**src/sv/psc_pkg.sv**
```systemverilog
package psc_pkg;

    localparam int WordW  = 16;
    localparam int RawW   = 24;
    localparam int IndexW = 3;
    localparam int TempW  = 19;
    localparam int PresW  = 24;

    localparam logic [IndexW-1:0] REG_CRC_WORD  = 3'd0;
    localparam logic [IndexW-1:0] REG_SENS      = 3'd1;
    localparam logic [IndexW-1:0] REG_OFFSET    = 3'd2;
    localparam logic [IndexW-1:0] REG_TCS       = 3'd3;
    localparam logic [IndexW-1:0] REG_TCO       = 3'd4;
    localparam logic [IndexW-1:0] REG_TREF      = 3'd5;
    localparam logic [IndexW-1:0] REG_TEMPSENS  = 3'd6;

    localparam logic [WordW-1:0] CRC_POLY      = 16'h3000;
    localparam logic [WordW-1:0] WORD0_MASK    = 16'h0FFF;
    localparam int               CRC_BYTES     = 16;

    localparam logic signed [TempW-1:0] TEMP_BASE = 19'sd2000;
    localparam logic signed [TempW-1:0] TEMP_MAX  = 19'sd8500;
    localparam logic signed [TempW-1:0] TEMP_MIN  = -19'sd4000;
    localparam logic signed [26:0]      PRES_MAX  = 27'sd300000;
    localparam logic signed [26:0]      PRES_MIN  = 27'sd20;

    typedef struct packed {
        logic [WordW-1:0] word0;
        logic [WordW-1:0] c1;
        logic [WordW-1:0] c2;
        logic [WordW-1:0] c3;
        logic [WordW-1:0] c4;
        logic [WordW-1:0] c5;
        logic [WordW-1:0] c6;
    } cal_t;

    typedef struct packed {
        logic busy;
        logic ok;
    } crc_status_t;

endpackage

```
**src/sv/psc_crc.sv**
```systemverilog
module psc_crc (
    input  logic                clk,
    input  logic                rst_n,
    input  logic                start,
    input  psc_pkg::cal_t       cal,
    output psc_pkg::crc_status_t status
);
    import psc_pkg::*;

    logic             busy_reg;
    logic             ok_reg;
    logic [3:0]       cnt_reg;
    logic [WordW-1:0] rem_reg;
    logic [WordW-1:0] word;
    logic [7:0]       byte_sel;
    logic [WordW-1:0] rem_next;

    always_comb
    begin
        case (cnt_reg[3:1])
            REG_CRC_WORD: word = cal.word0 & WORD0_MASK;
            REG_SENS:     word = cal.c1;
            REG_OFFSET:   word = cal.c2;
            REG_TCS:      word = cal.c3;
            REG_TCO:      word = cal.c4;
            REG_TREF:     word = cal.c5;
            REG_TEMPSENS: word = cal.c6;
            default:      word = '0;
        endcase
    end

    assign byte_sel = cnt_reg[0] ? word[7:0] : word[15:8];

    always_comb
    begin
        rem_next = rem_reg ^ {8'h00, byte_sel};
        for (int b = 0; b < 8; b++)
        begin
            if (rem_next[15])
                rem_next = (rem_next << 1) ^ CRC_POLY;
            else
                rem_next = rem_next << 1;
        end
    end

    // one byte per cycle; restarted by reset and by every register write
    always_ff @(posedge clk or negedge rst_n)
    begin
        if (!rst_n)
        begin
            busy_reg <= 1'b1;
            ok_reg   <= 1'b0;
            cnt_reg  <= '0;
            rem_reg  <= '0;
        end
        else if (start)
        begin
            busy_reg <= 1'b1;
            cnt_reg  <= '0;
            rem_reg  <= '0;
        end
        else if (busy_reg)
        begin
            rem_reg <= rem_next;
            cnt_reg <= cnt_reg + 4'd1;
            if (cnt_reg == 4'(CRC_BYTES - 1))
            begin
                busy_reg <= 1'b0;
                ok_reg   <= (rem_next[15:12] == cal.word0[15:12]);
            end
        end
    end

    assign status.busy = busy_reg;
    assign status.ok   = ok_reg;

    a_start_busy: assert property (@(posedge clk) disable iff (!rst_n)
        start |=> busy_reg)
        else $error("crc engine not busy after restart");

endmodule

```
**config.mk**
```make
export PLATFORM = sky130hd
export DESIGN_NAME = psc_crc
export DESIGN_NICKNAME = d
export VERILOG_FILES = /design/src/sv/psc_pkg.sv /design/src/sv/psc_crc.sv
export SDC_FILE = /design/constraint.sdc
export NUM_CORES = 1
export LEC_CHECK = 0
export BUFFER_PORTS_ARGS = -buffer_cell sky130_fd_sc_hd__buf_2
export CAP_MARGIN = 5
export CORE_MARGIN = 10
export CORE_UTILIZATION = 41
export CTS_CLUSTER_SIZE = 16
export DETAILED_ROUTE_END_ITERATION = 16
export PLACE_DENSITY = 0.79
export SLEW_MARGIN = 20
export SYNTH_ARGS = -nofsm -noshare
export SYNTH_HDL_FRONTEND = slang
export SYNTH_SLANG_ARGS = --single-unit
```
**constraint.sdc**
```tcl
create_clock -name clk -period 1.9 [get_ports clk]
set_input_delay 0.38 -clock clk [delete_from_list [all_inputs] [get_ports clk]]
set_output_delay 0.38 -clock clk [all_outputs]
set_load 0.1 [all_outputs]
```
==> reports/qor.yml <==
syn-num-nets: 339
cts.htree.levels: 1
setup-violations-final: 8
worst_endpoint_data_arrival_time_ns: 2.36
max-vdd-ir-drop_uv: 366
worst_pin_slew_ns: 0.489
final_core_utilization_pct: 66.3
core.rowCount: 25
worst_reg2reg_path_length_in_cells: 9
synth_cell_types: 65
switchingPower_mw: 0.856
antenna_violating_nets_post_route: 0
final.setup.worst_slack_ns: -0.308
start_kind: "register"
yosysTopAreaCellShare_pct: 16.1
postSynthCellCount: 223
routabilityCongestion: 0.982
most_used_cells_in_the_layout_excluding_fill_and_tap_cells: "115 x sky130_fd_sc_hd__buf_2, 46 x sky130_fd_sc_hd__buf_4, 18 x sky130_fd_sc_hd__nor2_1"
drv_cap: 0
switching_portion_of_total_power_pct: 40.8
main_area_contributors_after_synthesis: "sky130_fd_sc_hd__dfrtp_1 16%, sky130_fd_sc_hd__mux4_2 6.7%, sky130_fd_sc_hd__mux2i_1 6.4%, sky130_fd_sc_hd__xnor2_1 5.2%, sky130_fd_sc_hd__mux2_2 3.9%"
cts.root.buffer_cell: "sky130_fd_sc_hd__clkbuf_8"
period_share_pct: 116
seq_power_share_pct: 19.2
postPlaceCellArea_sq_um: 2850
grt_pass1_vias: 2540
cellPowerDensity_nw_per_um2: 665
run_status: "finished with violations"
crit_path_max_fanout: 7
end_kind: "register"
io-pin-count: 117
relSlewSlack_pct: 67.6
buffer_ports.inserted: 116
worst-r2r-setup-slack_ns: -0.31
tritoncts: "built"
num_antenna_cells: 0
ctsHoldBuffers: 0
final_common_cell: "sky130_fd_sc_hd__buf_2"
post_synth_instance_area_sq_um: 2030
core_outline_area_sq_um: 4750
hold_slack_ns: 0.0224
finish.cell_count_without_fillers: 444
numCtsBuffers: 3
worstReg2RegStart: "cnt_reg[3]$_DFFE_PN0P_"
total_power_mw: 2.10
largest_reg_flops: 8
power.leakage_nw: 1.46
worst_setup_skew_after_layout_ns: 0.00740
drt_first_pass_iters: 4
clockBufferDepth: 2
design.die.area_sq_um: 8150
rsz0062_at_grt: "true"
cts_sinks: 14
post-synth-top-area-cell: "sky130_fd_sc_hd__dfrtp_1"
num-nets-final: 494
asyncSetResetFlopFracSynth_pct: 100
violations_in_the_final_reports: "setup timing"
detailedPlacementHpwl_microns: 6200
postSynthRegisterBits: 14
worst-endpoint-required_ns: 2.05
layout-drive-gt1-share_pct: 60.5
clkLatencyLatePin_ns: 0.25
number_of_endpoints_with_negative_hold_slack_in_the_final_report: 0
synth_seq_area_share_pct: 17.4
number_of_max_slew_violations_in_the_final_report: 0
drt-initial-drc-count: 99
placed_cells: 426
final_cell_area_sq_um: 3150
detail_route.wl_per_cell_microns: 17.5
worst_hold_path_type: "input port to asynchronous set/reset pin"
floorplan.initialDensity_pct: 42.6
synth_flop_cell: "sky130_fd_sc_hd__dfrtp_1"
p_int_mw: 1.24
crit-reg2reg-capture: "ok_reg$_DFFE_PN0P_"
pin_count_of_the_biggest_net_entering_global_routing: 18
number_of_flops_mapped_to_enable_cells_by_yosys: 0
grt_antenna_before_repair: 0
routed_via_density: 5.40
fmax_mhz: 453
dieHeight_microns: 90.3
clk_transition_reported_paths_ns: 0.06
syn-mean-instance-area_sq_um: 9.08
detailroute.via_count: 2398
drt_drc_violations_left: 0
clockPowerShare_pct: 12.1
final_wirelength_microns: 7770
global_route.overflow_total: 0
post-route-min-period_ns: 2.21
power_frac_comb_pct: 68.6
die_width_microns: 90.3
worst-setup-path-type: "register to register"
syn2layout_area_growth_pct: 55.7
ys.warnings.count: 0
grt_pass1_wl_microns: 12100
track_usage_pct: 17.5
## metal layers
metal	GRT usage, %	vias up	wire length (microns)
met4	5.44	0	135
met5	0	-	0
li1	-	1148	-
met1	20.3	1118	3320
met3	3.74	14	479
met2	31.2	118	3840
## final cells by class
type,instances,area (sq um)
inverter,4,15.0
fill,394,1600
sequential,14,357
tap,67,83.8
multi-input combinational,185,1610
clock buffer,4,45.0
timing repair buffer,170,1040
## through the flow
step | setup slack (ns) | setup TNS, ns
2_1_floorplan | -0.0236 | -0.0236
3_3_place_gp | -0.203 | -0.704
3_5_place_dp | -0.259 | -1.01
4_1_cts | -0.209 | -0.749
5_1_grt | -0.390 | -1.58
6_report | -0.308 | -0.869
## synthesized netlist by cell type, types with 4 or more instances
cell type	count
sky130_fd_sc_hd__nor2_1	19
sky130_fd_sc_hd__a21oi_1	13
sky130_fd_sc_hd__dfrtp_1	13
sky130_fd_sc_hd__mux2i_1	13
sky130_fd_sc_hd__nand2_1	13
sky130_fd_sc_hd__o21ai_0	12
sky130_fd_sc_hd__xnor2_1	12
sky130_fd_sc_hd__buf_4	9
sky130_fd_sc_hd__xor2_1	8
sky130_fd_sc_hd__mux2_2	7
sky130_fd_sc_hd__mux4_2	6
sky130_fd_sc_hd__nand3_1	5
sky130_fd_sc_hd__nor3_1	5
sky130_fd_sc_hd__a22oi_1	4
sky130_fd_sc_hd__clkbuf_1	4
sky130_fd_sc_hd__nand2b_1	4
sky130_fd_sc_hd__nand3b_1	4
sky130_fd_sc_hd__o21a_1	4
## worst max-delay path: stages, from the launching register on
cell,delay (ns)
sky130_fd_sc_hd__dfrtp_4,0.53
sky130_fd_sc_hd__buf_4,0.16
sky130_fd_sc_hd__buf_4,0.12
sky130_fd_sc_hd__a21bo_2,0.19
sky130_fd_sc_hd__a221oi_2,0.28
sky130_fd_sc_hd__a31oi_2,0.09
sky130_fd_sc_hd__a21oi_2,0.23
sky130_fd_sc_hd__nor2_2,0.06
sky130_fd_sc_hd__xnor2_1,0.13
sky130_fd_sc_hd__o41ai_2,0.32
## how the worst max path moves through the flow
stage,cells after the start,endpoint,start
floorplan,8,ok_reg$_DFFE_PN0P_,cnt_reg[2]$_DFFE_PN0P_
global placement,7,ok_reg$_DFFE_PN0P_,cnt_reg[3]$_DFFE_PN0P_
detailed placement,8,ok_reg$_DFFE_PN0P_,cnt_reg[3]$_DFFE_PN0P_
CTS,9,ok_reg$_DFFE_PN0P_,cnt_reg[3]$_DFFE_PN0P_
global route,9,ok_reg$_DFFE_PN0P_,cnt_reg[3]$_DFFE_PN0P_
finish,9,ok_reg$_DFFE_PN0P_,cnt_reg[3]$_DFFE_PN0P_
## logic make-up (layout without fill, tap and decap cells)
logic type	count (synthesis)	in the layout	synth area share (%)
AND/OR/NAND/NOR	67	67	18.4
AO/OA/AOI/OAI	66	66	26.1
multiplexers	29	29	18.7
buffers and inverters	24	178	8.65
XOR/XNOR	22	22	10.3
flip-flops	14	14	17.4
adder cells (fa/ha/maj)	1	1	0.618
## what timing repair did
action | CTS | global route
resized for setup | 10 | 26
cloned | 0 | 0
hold endpoints to repair | 0 | 0
endpoints found under the setup margin | 9 | 9
pin swaps | 9 | 20
setup buffers | 7 | 9
## power groups by stage
stage               Combinational, mW  Clock [mW]  Sequential, mW
finish                           1.44       0.255           0.403
global route                     1.57       0.271           0.407
CTS                              1.30       0.259           0.403
detailed placement               1.24           0           0.408
global placement                 1.22           0           0.405
floorplan                       0.864           0           0.400
Power figures use the tool's default switching activity.
